`config.mk`:
```
export PLATFORM = sky130hd
export DESIGN_NAME = motor_feedback_encoder_unwrap_core
export DESIGN_NICKNAME = d
export VERILOG_FILES = /design/src/rtl/mfeu_pkg.sv /design/src/rtl/mfeu_div.sv /design/src/rtl/motor_feedback_encoder_unwrap_core.sv
export SDC_FILE = /design/constraint.sdc
export NUM_CORES = 1
export LEC_CHECK = 0
export BUFFER_PORTS_ARGS = -buffer_cell sky130_fd_sc_hd__buf_2
export CAP_MARGIN = 10
export CORE_ASPECT_RATIO = 0.8
export CORE_MARGIN = 2
export CORE_UTILIZATION = 28
export CTS_CLUSTER_DIAMETER = 200
export DETAILED_ROUTE_END_ITERATION = 12
export RECOVER_POWER = 25
export REMOVE_ABC_BUFFERS = 1
export SLEW_MARGIN = 10
export SYNTH_ARGS = -nofsm -noshare
export SYNTH_HDL_FRONTEND = slang
export SYNTH_SLANG_ARGS = --single-unit
```
`constraint.sdc`:
```
create_clock -name clk_i -period 14.25 [get_ports clk_i]
set_clock_uncertainty 0.15 [all_clocks]
set_input_delay 2.1375 -clock clk_i [delete_from_list [all_inputs] [get_ports clk_i]]
set_output_delay 2.1375 -clock clk_i [all_outputs]
set_load 0.05 [all_outputs]
```
`src/rtl/mfeu_pkg.sv`:
```
// ----------------------------------------------------------------------------
// mfeu_pkg: shared definitions for the encoder unwrap core
// Constants, control word layout and the microprogram of the sequencer.
// ----------------------------------------------------------------------------
package mfeu_pkg;

  localparam int CALIB_FRAMES    = 50;
  localparam int COUNTS_PER_TURN = 8192;
  localparam int HALF_TURN       = COUNTS_PER_TURN / 2;
  localparam int TURN_SHIFT      = $clog2(COUNTS_PER_TURN);

  localparam int FC_W    = 6;
  localparam int POS_W   = 16;
  localparam int TURNS_W = 32;
  localparam int DELTA_W = 15;
  localparam int DIFF_W  = 18;
  localparam int TOTAL_W = 48;
  localparam int CPU_W   = 16;
  localparam int DIV_CNT_W = $clog2(TOTAL_W);

  localparam int DELTA_MAX = (1 << (DELTA_W - 1)) - 1;
  localparam int DELTA_MIN = -(1 << (DELTA_W - 1));

  localparam logic [CPU_W-1:0] CPU_RESET = 16'd432;

  // Microprogram steps.
  localparam int STEP_W = 3;
  localparam logic [STEP_W-1:0] STEP_IDLE  = 3'd0;
  localparam logic [STEP_W-1:0] STEP_TOTAL = 3'd1;
  localparam logic [STEP_W-1:0] STEP_LOAD  = 3'd2;
  localparam logic [STEP_W-1:0] STEP_DIV   = 3'd3;
  localparam logic [STEP_W-1:0] STEP_EMIT  = 3'd4;
  localparam logic [STEP_W-1:0] STEP_RETRY = 3'd5;

  typedef enum logic [2:0] {
    COND_NEXT,
    COND_ALWAYS,
    COND_NO_INPUT,
    COND_DIV_MORE,
    COND_OUT_FREE
  } cond_e;

  typedef struct packed {
    logic load;
    logic step;
  } div_ctrl_t;

  typedef struct packed {
    logic              accept;
    logic              calc_total;
    div_ctrl_t         div;
    logic              emit;
    cond_e             cond;
    logic [STEP_W-1:0] target;
  } ucode_t;

  // Microprogram ROM: one control word per step.
  function automatic ucode_t ucode_rom(input logic [STEP_W-1:0] step);
    ucode_t w;
    w = '{accept: 1'b0, calc_total: 1'b0, div: '{load: 1'b0, step: 1'b0},
          emit: 1'b0, cond: COND_ALWAYS, target: STEP_IDLE};
    case (step)
      STEP_IDLE: begin
        w.accept = 1'b1;
        w.cond   = COND_NO_INPUT;
        w.target = STEP_IDLE;
      end
      STEP_TOTAL: begin
        w.calc_total = 1'b1;
        w.cond       = COND_NEXT;
      end
      STEP_LOAD: begin
        w.div.load = 1'b1;
        w.cond     = COND_NEXT;
      end
      STEP_DIV: begin
        w.div.step = 1'b1;
        w.cond     = COND_DIV_MORE;
        w.target   = STEP_DIV;
      end
      STEP_EMIT: begin
        w.emit   = 1'b1;
        w.cond   = COND_OUT_FREE;
        w.target = STEP_IDLE;
      end
      STEP_RETRY: begin
        w.cond   = COND_ALWAYS;
        w.target = STEP_EMIT;
      end
      default: begin
        w.cond   = COND_ALWAYS;
        w.target = STEP_IDLE;
      end
    endcase
    return w;
  endfunction

endpackage

```
`src/rtl/mfeu_div.sv`:
```
// ----------------------------------------------------------------------------
// mfeu_div: bit-serial unsigned divider
// Restoring division of a 48-bit magnitude by a 16-bit divisor, one bit a cycle.
// ----------------------------------------------------------------------------
module mfeu_div (
  input  logic                      clk_i,
  input  logic                      rst_ni,
  input  mfeu_pkg::div_ctrl_t       ctrl_i,
  input  logic [mfeu_pkg::TOTAL_W-1:0] dividend_i,
  input  logic [mfeu_pkg::CPU_W-1:0]   divisor_i,
  output logic [mfeu_pkg::TOTAL_W-1:0] quotient_o,
  output logic                      more_o
);
  import mfeu_pkg::*;

  logic [TOTAL_W-1:0]   quot_q, quot_d;
  logic [CPU_W-1:0]     rem_q, rem_d;
  logic [DIV_CNT_W-1:0] cnt_q, cnt_d;
  logic [CPU_W:0]       rem_sh;
  logic [CPU_W:0]       rem_sub;
  logic                 ge;

  assign rem_sh  = {rem_q, quot_q[TOTAL_W-1]};
  assign ge      = rem_sh >= {1'b0, divisor_i};
  assign rem_sub = rem_sh - {1'b0, divisor_i};

  always_comb begin
    quot_d = quot_q;
    rem_d  = rem_q;
    cnt_d  = cnt_q;
    if (ctrl_i.load) begin
      quot_d = dividend_i;
      rem_d  = '0;
      cnt_d  = DIV_CNT_W'(TOTAL_W - 1);
    end else if (ctrl_i.step) begin
      quot_d = {quot_q[TOTAL_W-2:0], ge};
      rem_d  = ge ? rem_sub[CPU_W-1:0] : rem_sh[CPU_W-1:0];
      if (cnt_q != '0) begin
        cnt_d = cnt_q - 1'b1;
      end
    end
  end

  always_ff @(posedge clk_i or negedge rst_ni) begin
    if (!rst_ni) begin
      cnt_q <= '0;
    end else begin
      cnt_q <= cnt_d;
    end
  end

  always_ff @(posedge clk_i) begin
    quot_q <= quot_d;
    rem_q  <= rem_d;
  end

  assign quotient_o = quot_q;
  assign more_o     = cnt_q != '0;

endmodule

```
`src/rtl/motor_feedback_encoder_unwrap_core.sv`:
```
// ----------------------------------------------------------------------------
// motor_feedback_encoder_unwrap_core: motor feedback frame decoder
// Decodes a feedback frame, unwraps the 13-bit encoder into a multi-turn
// count and scales the total count into angle units.
// ----------------------------------------------------------------------------
// Usage: the input channel takes one seven-byte feedback frame per request
// (in_valid_i / in_stall_o); the output channel returns exactly one decoded
// request per frame (out_valid_o / out_stall_i). A request moves at a rising
// edge where valid is high and stall is low.
// A microcoded sequencer runs each frame: the idle step takes the frame and
// updates the unwrap state, the next steps form the total count and load the
// divider, the bit-serial divider then works out all 48 quotient bits, and the
// emit step writes the output register. The input stalls outside the idle
// step, so a new frame is taken only once the last one has been emitted.
// The output register parts the two sides: a new frame is taken while a
// finished result still waits. If the receiver stalls, the sequencer loops
// between the emit and retry steps until the output register is free.
// After reset the first 50 frames only capture the zero offset and are
// flagged as calibrating; counts_per_unit resets to 432.
// ----------------------------------------------------------------------------
module motor_feedback_encoder_unwrap_core (
  input  logic                clk_i,
  input  logic                rst_ni,
  // Configuration: counts_per_unit
  input  logic                cfg_we_i,
  input  logic [15:0]         cfg_wdata_i,
  // Frame input
  input  logic                in_valid_i,
  output logic                in_stall_o,
  input  logic [7:0]          pos_high_i,
  input  logic [7:0]          pos_low_i,
  input  logic [7:0]          speed_high_i,
  input  logic [7:0]          speed_low_i,
  input  logic [7:0]          current_high_i,
  input  logic [7:0]          current_low_i,
  input  logic [7:0]          temperature_i,
  // Decoded output
  output logic                out_valid_o,
  input  logic                out_stall_i,
  output logic                calibrating_o,
  output logic [15:0]         position_o,
  output logic signed [15:0]  speed_o,
  output logic signed [15:0]  current_o,
  output logic [7:0]          temp_out_o,
  output logic signed [14:0]  step_delta_o,
  output logic signed [31:0]  turn_count_o,
  output logic signed [47:0]  total_count_o,
  output logic signed [47:0]  angle_o
);
  import mfeu_pkg::*;

  // Sequencer.
  logic [STEP_W-1:0] step_q, step_d;
  ucode_t            cw;
  logic              jump;
  logic              div_more;
  logic              out_free;
  logic              take;
  logic              do_emit;

  // Configuration.
  logic [CPU_W-1:0] cpu_q;

  // Unwrap state.
  logic [FC_W-1:0]          fc_q, fc_d;
  logic [POS_W-1:0]         last_pos_q, last_pos_d;
  logic [POS_W-1:0]         zero_off_q, zero_off_d;
  logic [TURNS_W-1:0]       turns_q, turns_d;
  logic [15:0]              speed_q, speed_d;
  logic [15:0]              current_q, current_d;
  logic [7:0]               temp_q, temp_d;
  logic signed [DELTA_W-1:0] delta_q, delta_d;
  logic                     calib_q, calib_d;
  logic [TOTAL_W-1:0]       total_q;

  // Frame decode and unwrap.
  logic [POS_W-1:0]          pos_w;
  logic                      calib_w;
  logic signed [DIFF_W-1:0]  diff_w;
  logic signed [DIFF_W-1:0]  adj_w;

  // Division.
  logic [TOTAL_W-1:0] total_w;
  logic [TOTAL_W-1:0] mag_w;
  logic [TOTAL_W-1:0] quot_w;
  logic [TOTAL_W-1:0] angle_w;

  // Output register.
  logic               out_valid_q;
  logic               o_calib_q;
  logic [15:0]        o_pos_q;
  logic [15:0]        o_speed_q;
  logic [15:0]        o_current_q;
  logic [7:0]         o_temp_q;
  logic [DELTA_W-1:0] o_delta_q;
  logic [TURNS_W-1:0] o_turns_q;
  logic [TOTAL_W-1:0] o_total_q;
  logic [TOTAL_W-1:0] o_angle_q;

  div_ctrl_t div_ctrl;

  // The control word of the current step drives the whole datapath.
  assign cw       = ucode_rom(step_q);
  assign out_free = !out_valid_q || !out_stall_i;
  assign take     = cw.accept && in_valid_i;
  assign do_emit  = cw.emit && out_free;
  assign in_stall_o = !cw.accept;

  always_comb begin
    case (cw.cond)
      COND_NEXT:     jump = 1'b0;
      COND_ALWAYS:   jump = 1'b1;
      COND_NO_INPUT: jump = !in_valid_i;
      COND_DIV_MORE: jump = div_more;
      COND_OUT_FREE: jump = out_free;
      default:       jump = 1'b1;
    endcase
    step_d = jump ? cw.target : step_q + 1'b1;
  end

  // A frame is a calibration frame while fewer than CALIB_FRAMES have been
  // seen; the counter then holds. Outside calibration a jump of more than
  // half a turn is read as an encoder wrap.
  assign pos_w   = {pos_high_i, pos_low_i};
  assign calib_w = fc_q < FC_W'(CALIB_FRAMES);
  assign diff_w  = $signed({2'b00, pos_w}) - $signed({2'b00, last_pos_q});

  always_comb begin
    fc_d       = fc_q;
    last_pos_d = last_pos_q;
    zero_off_d = zero_off_q;
    turns_d    = turns_q;
    speed_d    = speed_q;
    current_d  = current_q;
    temp_d     = temp_q;
    delta_d    = delta_q;
    calib_d    = calib_q;
    adj_w      = diff_w;
    if (diff_w > $signed(DIFF_W'(HALF_TURN))) begin
      adj_w = diff_w - $signed(DIFF_W'(COUNTS_PER_TURN));
    end else if (diff_w < -$signed(DIFF_W'(HALF_TURN))) begin
      adj_w = diff_w + $signed(DIFF_W'(COUNTS_PER_TURN));
    end
    if (take) begin
      calib_d    = calib_w;
      last_pos_d = pos_w;
      if (calib_w) begin
        fc_d       = fc_q + 1'b1;
        zero_off_d = pos_w;
      end else begin
        if (diff_w > $signed(DIFF_W'(HALF_TURN))) begin
          turns_d = turns_q - 1'b1;
        end else if (diff_w < -$signed(DIFF_W'(HALF_TURN))) begin
          turns_d = turns_q + 1'b1;
        end
        if (adj_w > $signed(DIFF_W'(DELTA_MAX))) begin
          delta_d = DELTA_W'(DELTA_MAX);
        end else if (adj_w < $signed(DIFF_W'(DELTA_MIN))) begin
          delta_d = DELTA_W'(DELTA_MIN);
        end else begin
          delta_d = adj_w[DELTA_W-1:0];
        end
        speed_d   = {speed_high_i, speed_low_i};
        current_d = {current_high_i, current_low_i};
        temp_d    = temperature_i;
      end
    end
  end

  // Total count since the offset, modulo 2^48.
  assign total_w = {{(TOTAL_W - TURNS_W - TURN_SHIFT){turns_q[TURNS_W-1]}},
                    turns_q, {TURN_SHIFT{1'b0}}}
                   + {{(TOTAL_W - POS_W){1'b0}}, last_pos_q}
                   - {{(TOTAL_W - POS_W){1'b0}}, zero_off_q};

  // The divider works on magnitudes; the sign is restored at emit time,
  // which gives truncation toward zero. A zero divisor reads as angle zero.
  assign mag_w   = total_q[TOTAL_W-1] ? -total_q : total_q;
  assign angle_w = (cpu_q == '0) ? '0
                 : (total_q[TOTAL_W-1] ? -quot_w : quot_w);

  assign div_ctrl.load = cw.div.load;
  assign div_ctrl.step = cw.div.step;

  mfeu_div u_div (
    .clk_i      (clk_i),
    .rst_ni     (rst_ni),
    .ctrl_i     (div_ctrl),
    .dividend_i (mag_w),
    .divisor_i  (cpu_q),
    .quotient_o (quot_w),
    .more_o     (div_more)
  );

  always_ff @(posedge clk_i or negedge rst_ni) begin
    if (!rst_ni) begin
      step_q      <= STEP_IDLE;
      cpu_q       <= CPU_RESET;
      fc_q        <= '0;
      last_pos_q  <= '0;
      zero_off_q  <= '0;
      turns_q     <= '0;
      speed_q     <= '0;
      current_q   <= '0;
      temp_q      <= '0;
      delta_q     <= '0;
      calib_q     <= 1'b0;
      out_valid_q <= 1'b0;
    end else begin
      step_q     <= step_d;
      fc_q       <= fc_d;
      last_pos_q <= last_pos_d;
      zero_off_q <= zero_off_d;
      turns_q    <= turns_d;
      speed_q    <= speed_d;
      current_q  <= current_d;
      temp_q     <= temp_d;
      delta_q    <= delta_d;
      calib_q    <= calib_d;
      if (cfg_we_i) begin
        cpu_q <= cfg_wdata_i;
      end
      if (do_emit) begin
        out_valid_q <= 1'b1;
      end else if (!out_stall_i) begin
        out_valid_q <= 1'b0;
      end
    end
  end

  always_ff @(posedge clk_i) begin
    if (cw.calc_total) begin
      total_q <= total_w;
    end
    if (do_emit) begin
      o_calib_q   <= calib_q;
      o_pos_q     <= last_pos_q;
      o_speed_q   <= speed_q;
      o_current_q <= current_q;
      o_temp_q    <= temp_q;
      o_delta_q   <= delta_q;
      o_turns_q   <= turns_q;
      o_total_q   <= total_q;
      o_angle_q   <= angle_w;
    end
  end

  assign out_valid_o   = out_valid_q;
  assign calibrating_o = o_calib_q;
  assign position_o    = o_pos_q;
  assign speed_o       = $signed(o_speed_q);
  assign current_o     = $signed(o_current_q);
  assign temp_out_o    = o_temp_q;
  assign step_delta_o  = $signed(o_delta_q);
  assign turn_count_o  = $signed(o_turns_q);
  assign total_count_o = $signed(o_total_q);
  assign angle_o       = $signed(o_angle_q);

endmodule

```
==> impl_metrics.toml, run 1 <==
[run_status]
outcome = "finished with violations"
violations = "capacitance limit, slew limit"

[synth]
synth_area_leader_cell = "edfxtp_1"
synth_cell_types = 85
ys_seq_elements = 462
synth_ff_type = "edfxtp_1"
syn_inst = 2261
synth_edf_count = 294
synth_warnings = 0
netlist_area_sq_mm = 0.0241
synth.most_common_cell = "nand2_1"
avgSynthCellArea_sq_um = 10.6
netlist.area_leader.share_pct = 36.7
synth-seq-area-share_pct = 53.8
async_reset_ff_share_pct = 32.9
synthTopCellsByArea = "edfxtp_1 (37%), dfrtp_1 (15%), ha_1 (6.8%), nand2_1 (5.5%), o21ai_0 (4.1%)"
ys_top_cells_by_count = "nand2_1 (354), edfxtp_1 (294), o21ai_0 (199)"

[min_path]
hold_depth = 0
min_from = "current_q[0]$_DFFE_PN0P_"
min_path_type = "reg -> reg"
min_to = "current_o[0]$_DFFE_PP_"

[clocking]
cts_setup_buffers = 0
clk_path_buf_depth = 3
clock_latency_ns = 0.62
clkSinkCount = 462
cts.clk_slew.worst_paths_ns = 0.07
cts_hold_buffers = 0
cts-root-buf = "clkbuf_16"
cts_tree = "yes"
cts_inserted_buffers = 52
post_cts_resized = 0
cts_max_level = 2

[routing]
vias = 17200
drtPass1Iterations = 5
drt_iter0_markers = 968
final_antenna_net_count = 0
vias_per_cell = 4.64
wl_um = 62600
wl_per_cell_um = 16.9
drc_errors = 0

[die]
die_y_um = 266
initial_utilization_pct = 28.2
io_pins = 279
fp.coreArea_sq_mm = 0.0855
chipWidth_um = 332
num_rows = 96
die-area_sq_mm = 0.0884

[power_and_ir_drop]
swShare_pct = 43.6
intPower_w = 0.00400
leakage_nw = 11.7
combPwrFrac_pct = 49.3
power_density_mw_per_mm2 = 249
p_sw_w = 0.00309
pwr-share-seq_pct = 31.5
clkPwrFrac_pct = 19.2
peakVddDrop_mv = 0.107

[cells_and_area]
areaGrowthSynthToFinish_pct = 18.3
layout.cells.non_filler = 3710
final_nets = 2752
design_area_sq_mm = 0.0285
nFillCells = 8699
final_layout_size_suffix_gt1_share_pct = 16.7

[global_routing]
grtUsageTotal_pct = 13.9
grt-ovfl-total = 0
grt_pass1_vias = 16900
antenna_found_initial = 6
grt_pass1_wl_um = 97200
grt_max_degree = 106

[sta]
setup_viol = 0
slew_headroom_pct = -155
rsz0062_at_grt = "false"
fin_crit_sh_pct = 56.8
hold_violations = 0
setup_tns_ns = 0
period_needed_ns = 8.09
max_freq_ghz = 0.124
worst_pin_slew_ns = 3.83
maxSlewViolCount = 248

[setup_path]
reg2reg_from = "last_pos_q[1]$_DFFE_PN0P_"
ff2ff_path_depth = 26
worst_ep_arrival_time_ns = 8.42
reg2reg_to = "turns_q[30]$_DFFE_PN0P_"
cp-end-kind = "flip-flop"
critPathMaxStageDelay_ns = 0.59
cp_data_required_time_ns = 14.57
worstPathMaxFanout = 31
critical_path_class = "in -> reg"
cp-start-kind = "input port"
r2r_slack_ns = 7.36
slowest_stage = "o31ai_2"

[placed_design]
port_buffers = 278
dpl_cell_area_sq_mm = 0.0268
dp_cells = 3610
gp_congestion = 0.853
dpl.hpwl_um = 45700

[run]
maxCapViolations = 4
cell usage in the layout, fill, tap and decap left out, drive strengths merged, types with 13 or more instances in the layout:
cell type / synthesis / final
nand2: 354 / 354
edfxtp: 294 / 294
buf: 17 / 292
o21ai: 204 / 204
dfrtp: 148 / 148
nor2: 133 / 133
ha: 131 / 131
inv: 126 / 129
a21oi: 111 / 111
xor2: 107 / 107
clkbuf: 60 / 82
xnor2: 72 / 72
a21o: 58 / 58
nand3: 32 / 32
o31ai: 29 / 29
or3: 28 / 28
nor3: 26 / 26
nor2b: 23 / 23
o21a: 20 / 20
o41ai: 19 / 19
nand4: 17 / 17
nand2b: 17 / 17
a211oi: 17 / 17
dfxtp: 16 / 16
nor4: 15 / 15
o211ai: 14 / 14
a31oi: 14 / 14
mux2i: 13 / 13
clkinv: 0 / 13
critical path: cells and delay by family:
kind | cells | cell delay (ns)
AOI/OAI and AO/OA | 11 | 3.31
adders and majority gates | 3 | 1.04
muxes | 1 | 0.08
xor gates and xnor gates | 1 | 0.16
and+or+nand+nor | 4 | 1.01
buffers and inverters | 5 | 0.65
sequential cells by signal, indices dropped and copies added (netlist names), 3 cells and up:
signal            count
total_count_o        47
step_q                3
angle_o              48
position_o           16
u_div.cnt_q           6
last_pos_q           16
delta_q              15
temp_q                8
u_div.rem_q          16
current_o            16
temp_out_o            8
cpu_q                16
speed_o              16
turn_count_o         32
fc_q                  6
speed_q              16
total_q              47
zero_off_q           16
step_delta_o         15
u_div.quotient_o     48
current_q            16
turns_q              32
layout make-up:
type                    instances  area [sq um]  share of cell area (%)
diodes                          2          5.00                  0.0176
well taps                    1127          1410                    4.95
clock buffers                  75          1520                    5.35
inverters                     126           473                    1.66
clock inverters                23           215                   0.755
repair buffers                299          1530                    5.37
multi-input cells            1596         10400                    36.4
flip-flops and latches        462         13000                    45.5
per-layer routing:
metal / vias to the layer above / GRT usage, % / part of all wire (%) / routed length [um]
met4: 4 / 3.43 / 1.7 / 1090
met3: 72 / 3.65 / 6.1 / 3830
li1: 8682 / - / - / -
met5: - / 0 / 0.045 / 28
met2: 362 / 21.5 / 44 / 27700
met1: 8086 / 19.4 / 48 / 29900
cells by family (layout without fill, tap and decap cells):
logic type               Yosys count  after routing  share of synthesized area [%]
multiplexers                      16             16                          0.681
XOR/XNOR                         179            179                           6.51
other                              0              2                              0
buffers and inverters            203            523                           3.28
flip-flops                       462            462                           53.8
AO/OA/AOI/OAI                    555            555                           14.8
adder cells (fa/ha/maj)          138            138                           7.39
AND/OR/NAND/NOR                  708            708                           13.6
stage by stage:
stage | worst slack [ns] | hold slack [ns] | power (W) | utilization [%]
CTS | 6.18 | 0.291 | 0.00718 | 33.3
finish | 6.16 | 0.290 | 0.00709 | 33.3
global route | 5.52 | 0.300 | 0.00765 | 33.3
global placement | 5.56 | 0.278 | 0.00575 | 31.3
floorplan | 0.425 | 0.275 | 0.00492 | -
detailed placement | 5.50 | 0.283 | 0.00576 | 31.3
power groups by stage:
stage | Sequential, W | Clock, W | Combinational, W
after global placement | 0.00225 | 0 | 0.00349
after global routing | 0.00228 | 0.00147 | 0.00391
after floorplan | 0.00270 | 0 | 0.00222
after CTS | 0.00224 | 0.00142 | 0.00352
after detailed placement | 0.00226 | 0 | 0.00351
final | 0.00223 | 0.00136 | 0.00349
worst max-delay path by stage:
stage / startpoint / to / slack (ns)
5_1_grt: pos_low_i[6] / turns_q[30]$_DFFE_PN0P_ / 5.52
3_5_place_dp: pos_low_i[4] / turns_q[30]$_DFFE_PN0P_ / 5.50
2_1_floorplan: out_stall_i / step_q[2]$_DFF_PN0_ / 0.43
3_3_place_gp: pos_low_i[6] / turns_q[30]$_DFFE_PN0P_ / 5.56
4_1_cts: pos_low_i[4] / turns_q[30]$_DFFE_PN0P_ / 6.18
6_report: pos_low_i[4] / turns_q[30]$_DFFE_PN0P_ / 6.16
Note: power is estimated with default switching activity, not from simulation.
==> run 2, diff against run 1 <==
Settings changed: ABC_AREA set to 1.
Clock period 14.25 ns to 6.8 ns, I/O delays scaled along.
==> run 2 against run 1 <==
Compared with the run above: the run still ends with capacitance limit, slew limit left; power grew 96%; sequential power grew 110%; via count grew 18%; register-to-register slack lost 5.7 ns; clock-buffer cell count shrank 15; critical path type is now in -> async.
==> impl_metrics.toml, run 2 <==
[run_status]
outcome = "finished with violations"
violations = "capacitance limit, slew limit"

[synth]
synth_ff_type = "edfxtp_1"
synth_area_leader_cell = "edfxtp_1"
synth.most_common_cell = "nand2_1"
synth_xor_area_share_pct = 4.23
syn_inst = 2864
netlist.area_leader.share_pct = 34.7
ys_top_cells_by_count = "nand2_1 (642), inv_1 (376), edfxtp_1 (294)"
synth_edf_count = 294
synth_cell_types = 62
synth_warnings = 0
synthTopCellsByArea = "edfxtp_1 (35%), dfrtp_1 (15%), nand2_1 (9.5%), ha_1 (6.4%), inv_1 (5.5%)"
synthSimpleGateAreaFrac_pct = 18.8
synth_mux_area_share_pct = 0.0443
netlist_area_sq_mm = 0.0254
synth-seq-area-share_pct = 50.9
avgSynthCellArea_sq_um = 8.88
synth_top_family_by_area = "simple AND/OR/NAND/NOR gates"
async_reset_ff_share_pct = 32.9
synthAdderAreaFrac_pct = 6.99
synth_compound_area_share_pct = 12.2
ys_seq_elements = 462

[die]
io_pins = 279
die_y_um = 274
num_rows = 98
fp.coreArea_sq_mm = 0.0898
initial_utilization_pct = 28.3
die-area_sq_mm = 0.0933
chipWidth_um = 341

[setup_path]
cp_data_required_time_ns = 7.19
slowest_stage = "clkbuf_1"
critical-path-top-delay-family = "buffers and inverters"
cp-start-kind = "input port"
worstPathMaxFanout = 69
critPathMaxStageDelay_ns = 3.08
crit_buf_inv = 2
critical_path_class = "in -> async"
cp-end-kind = "asynchronous set/reset pin"
worstPathCellList = "clkbuf_1, clkbuf_2"
worst_ep_arrival_time_ns = 5.58

[power_and_ir_drop]
peakVddDrop_mv = 0.202
power_density_mw_per_mm2 = 464
leakage_nw = 13.2

[routing]
drt_iter0_markers = 1452
vias_per_cell = 4.62
final_antenna_net_count = 0
drc_errors = 0
drtPass1Iterations = 5
wl_um = 71800
wl_per_cell_um = 16.3
vias = 20300

[clocking]
cts.clk_slew.worst_paths_ns = 0.06
clock_latency_ns = 0.62
cts_max_level = 2
cts_inserted_buffers = 51
cts_hold_buffers = 0
post_cts_resized = 0
cts_tree = "yes"
cts-root-buf = "clkbuf_16"
clkSinkCount = 462
cts_setup_buffers = 0
clk_path_buf_depth = 3

[sta]
layout_setup_ws_ns = 1.60
rsz0062_at_grt = "false"
setup_viol = 0
hold_violations = 0
maxSlewViolCount = 200
period_needed_ns = 5.20
max_freq_ghz = 0.192
worst_pin_slew_ns = 4.59
slew_headroom_pct = -206
setup_tns_ns = 0
fin_crit_sh_pct = 76.4
whs_ns = 0.298

[global_routing]
grt_pass1_wl_um = 112000
grt_pass1_vias = 19500
grt-ovfl-total = 0
grt_max_degree = 115
grtUsageTotal_pct = 15.2
antenna_found_initial = 3

[cells_and_area]
areaGrowthSynthToFinish_pct = 17.8
final_common_cell = "nand2_1"
final_layout_size_suffix_gt1_share_pct = 14.0
layout.cells.non_filler = 4397
final_cell_mix = "nand2_1 (641), inv_1 (375), edfxtp_1 (294)"
final_nets = 3369
nFillCells = 9390

[placed_design]
dp_slack_ns = 1.02
gp_congestion = 0.886
dp_cells = 4301
dpl.hpwl_um = 54400
port_buffers = 278

[min_path]
min_path_type = "reg -> reg"

[run]
maxCapViolations = 4
-- run 2: logic make-up (layout without fill, tap and decap cells) --
family	Yosys count	in the layout
and+or+nand+nor	1138	1138
AOI/OAI and AO/OA	560	560
DFF	462	462
buffers and inverters	442	774
adders and majority gates	138	138
xor gates and xnor gates	123	123
muxes	1	1
other	0	1
-- run 2: worst reg2reg max path, stage by stage, from the launching register on --
cell and delay, ns:
dfrtp_1 0.46, ha_1 0.24, fa_1 0.41, inv_1 0.11
nand2_1 0.05, nand2_1 0.08, nand3_1 0.09, nand2_1 0.11
nand2_1 0.07, nand3_1 0.13, nand2_4 0.09, ha_1 0.22
nand3_1 0.11, inv_1 0.05, nand2_1 0.11, nand2_2 0.12
buf_4 0.28, ha_1 0.38, inv_1 0.07, o21ai_0 0.48
a31oi_1 0.23, o21ai_0 0.36, a21oi_1 0.18, o21bai_1 0.19
xnor2_1 0.13, o21ai_1 0.07
-- run 2: where the power goes --
group / switching [W] / leakage, nW / total, W / internal, W
registers: 0.000601 / 4.74 / 0.00458 / 0.00398
clock network: 0.00122 / 0.853 / 0.00295 / 0.00173
logic: 0.00437 / 7.63 / 0.00639 / 0.00202
total: 0.00619 / 13.2 / 0.0139 / 0.00773
-- run 2: final timing paths --
path | slack, ns | to | from | cells past startpoint
setup / recovery | 1.60 | current_q[10]$_DFFE_PN0P_ | rst_ni | 2
hold / removal | 0.30 | current_o[8]$_DFFE_PP_ | current_q[8]$_DFFE_PN0P_ | 0
setup reg to reg | 1.70 | turns_q[24]$_DFFE_PN0P_ | last_pos_q[0]$_DFFE_PN0P_ | 25
hold reg to reg | 0.30 | current_o[8]$_DFFE_PP_ | current_q[8]$_DFFE_PN0P_ | 0
max in group clk_i | 1.64 | turns_q[24]$_DFFE_PN0P_ | pos_low_i[0] | 27
min in group asynchronous | 1.89 | zero_off_q[6]$_DFFE_PN0P_ | rst_ni | 1
-- run 2: through the flow --
step | total power (W) | util [%] | instance area, sq um
floorplan | 0.00923 | - | 25100
global placement | 0.0110 | 31.5 | 28200
detailed placement | 0.0110 | 31.5 | 28200
CTS | 0.0140 | 33.4 | 30000
global route | 0.0151 | 33.4 | 30000
finish | 0.0139 | 33.4 | 30000
-- run 2: area by class of cell --
type	instances	area [sq um]	share of cell area, %
repair buffers	297	1530	5.10
inverters	382	1430	4.78
well taps	1200	1500	5.01
clock buffers	60	1340	4.47
diodes	1	2.50	0.00835
multi-input cells	1960	10800	36.0
clock inverters	35	432	1.44
flip-flops and latches	462	13000	43.2
-- run 2: metal layers --
| layer | up-vias | GRT usage, % | routed length, um |
|---|---|---|---|
| li1 | 10200 | - | - |
| met1 | 9428 | 22.5 | 35400 |
| met2 | 570 | 22.8 | 30100 |
| met3 | 84 | 3.10 | 4880 |
| met4 | 4 | 3.58 | 1360 |
| met5 | - | 0 | 30 |
==> run 3, diff against run 2 <==
Settings changed: ABC_AREA 1 to 0.
Clock period 6.8 ns to 5.41 ns, I/O delays scaled along.
==> run 3 against run 2 <==
Compared with the run above: the flow still finishes with violations (capacitance limit, slew limit); global-route usage decreased by 0.86 points; worst setup slack got worse by 1.5 ns; non-clock buffer count increased by 194; wire length decreased by 9.3%; die area decreased by 5.3%; hold slack got worse by 0.064 ns; sequential share of layout area decreased by 0.71 points; sequential power increased by 27%; first-iteration DRC count decreased by 22%; cell area increased by 1.7%; final cell count decreased by 11%; critical path type is now reg -> reg; critical endpoint is now turns_q[30]$_DFFE_PN0P_; largest cell class unchanged; largest power group unchanged.
==> impl_metrics.toml, run 3 (synthesized netlist as in run 1, its figures left out) <==
[routing]
drc_errors = 0
wl_per_cell_um = 16.7
wl_um = 65100
drt_iter0_markers = 1129
vias_per_cell = 4.61
vias = 18000
drtPass1Iterations = 5
final_antenna_net_count = 0

[global_routing]
grt_max_degree = 112
grt-ovfl-total = 0
grt_pass1_vias = 17500
grt_pass1_wl_um = 101000
antenna_found_initial = 5
grtUsageTotal_pct = 14.4

[die]
chipWidth_um = 332
fp.coreArea_sq_mm = 0.0855
initial_utilization_pct = 28.2
die_y_um = 266
num_rows = 96
die-area_sq_mm = 0.0884
io_pins = 279

[setup_path]
startpoint = "last_pos_q[0]$_DFFE_PN0P_"
cp_data_required_time_ns = 5.74
cp-start-kind = "flip-flop"
worstPathMaxFanout = 3
cp-end-kind = "flip-flop"
worst_ep_arrival_time_ns = 5.67
critical_path_class = "reg -> reg"
reg2reg_from = "last_pos_q[0]$_DFFE_PN0P_"

[sta]
setup_viol = 0
fin_crit_sh_pct = 98.6
period_needed_ns = 5.33
whs_ns = 0.234
worst_pin_slew_ns = 2.79
hold_violations = 0
max_freq_ghz = 0.188
slew_headroom_pct = -85.7
rsz0062_at_grt = "true"
setup_tns_ns = 0
maxSlewViolCount = 90

[run_status]
outcome = "finished with violations"
violations = "capacitance limit, slew limit"

[clocking]
cts_inserted_buffers = 53
clk_path_buf_depth = 3
clkSinkCount = 462
clock_latency_ns = 0.62
cts_tree = "yes"
cts-root-buf = "clkbuf_16"
cts.clk_slew.worst_paths_ns = 0.06
cts_max_level = 2

[power_and_ir_drop]
power_density_mw_per_mm2 = 687
peakVddDrop_mv = 0.362
leakage_nw = 12.7

[min_path]
min_path_type = "in -> reg"
min_from = "temperature_i[1]"

[cells_and_area]
final_nets = 2945
final_cell_mix = "nand2_1 (350), edfxtp_1 (294), buf_2 (276)"
final_common_cell = "nand2_1"
n_antenna_cell = 0
nFillCells = 8612
final_layout_size_suffix_gt1_share_pct = 24.3
areaGrowthSynthToFinish_pct = 26.6

[placed_design]
gp_congestion = 0.876
dpl.hpwl_um = 47200
port_buffers = 278

[run]
maxCapViolations = 2
run 3: cell types whose count changed in the layout (fill, tap and decap cells not counted), moves of 37 or more:
cell	previous run	this run
nand3_1	96	31
xor2_1	70	107
o21ai_0	238	189
buf_4	13	186
a21oi_1	184	101
nor2_1	234	129
nand2_1	641	350
a21o_1	4	57
inv_1	375	116
run 3: worst max-delay path, cell delays in order (launching register included):
cell and delay (ns):
dfrtp_1 0.36, clkbuf_1 0.18, ha_1 0.17, nand2b_4 0.13, a211oi_4 0.06, o2111a_1 0.25
buf_4 0.14, or3_4 0.37, and4_4 0.16, or4_4 0.50, o31ai_4 0.30, inv_2 0.09
fa_2 0.36, a211o_1 0.36, a2111oi_4 0.31, buf_4 0.17, o21a_4 0.13, nor3_2 0.05
o211ai_1 0.24, o31a_1 0.21, o21ai_2 0.08, a31oi_1 0.17, xor2_1 0.16, mux2i_1 0.08
run 3: worst paths after layout:
path                                           end  slack (ns)  cells past startpoint
max                        turns_q[30]$_DFFE_PN0P_        0.08                     23
min                          temp_q[1]$_DFFE_PN0P_        0.23                      3
max reg2reg                turns_q[30]$_DFFE_PN0P_        0.08                     23
min reg2reg                temp_out_o[6]$_DFFE_PP_        0.29                      0
max in group asynchronous     cpu_q[3]$_DFFE_PN0P_        1.99                      3
min in group asynchronous  turns_q[28]$_DFFE_PN0P_        1.50                      2
run 3: area by class of cell:
cell class	count	area, sq um	share of cell area [%]
inverter	126	473	1.55
timing repair buffer	491	3000	9.85
multi-input combinational	1596	10800	35.4
tap	1127	1410	4.63
clock buffer	62	1430	4.70
sequential	462	13000	42.5
clock inverter	36	413	1.35
run 3: metal layers:
metal / track usage [%] / up-vias / wire length [um] / part of all wire, %
met5: 0 / - / 43 / 0.066
met4: 3.89 / 6 / 1370 / 2.1
met3: 3.60 / 82 / 3660 / 5.6
met2: 21.7 / 362 / 28000 / 43
met1: 20.4 / 8429 / 32100 / 49
li1: - / 9083 / - / -
run 3: metrics by stage:
step	setup WS (ns)	instance area [sq um]	total power, W	std cells	util, %
floorplan	-7.09	23800	0.0127	2184	-
global route	-0.190	30500	0.0225	3900	35.6
CTS	-0.0816	30300	0.0208	3894	35.4
global placement	-1.06	28100	0.0164	3786	32.9
detailed placement	-1.13	28100	0.0164	3786	32.9
finish	0.0777	30500	0.0209	3900	35.6
run 3: repair_timing:
| item | in CTS | in global routing |
|---|---|---|
| setup buffers | 9 | 6 |
| gates resized for setup | 54 | 37 |
| hold buffers | 1 | 0 |
| endpoints found under the hold margin | 41 | 0 |
| endpoints found under the setup margin | 19 | 17 |
| pin swaps | 29 | 32 |
run 3: report_power, final:
group,total [W],leakage (nW),switching (W),internal (W)
combinational,0.0113,7.26,0.00658,0.00469
sequential,0.00583,4.55,0.000653,0.00518
clock,0.00383,0.895,0.00155,0.00228
total,0.0209,12.7,0.00879,0.0122
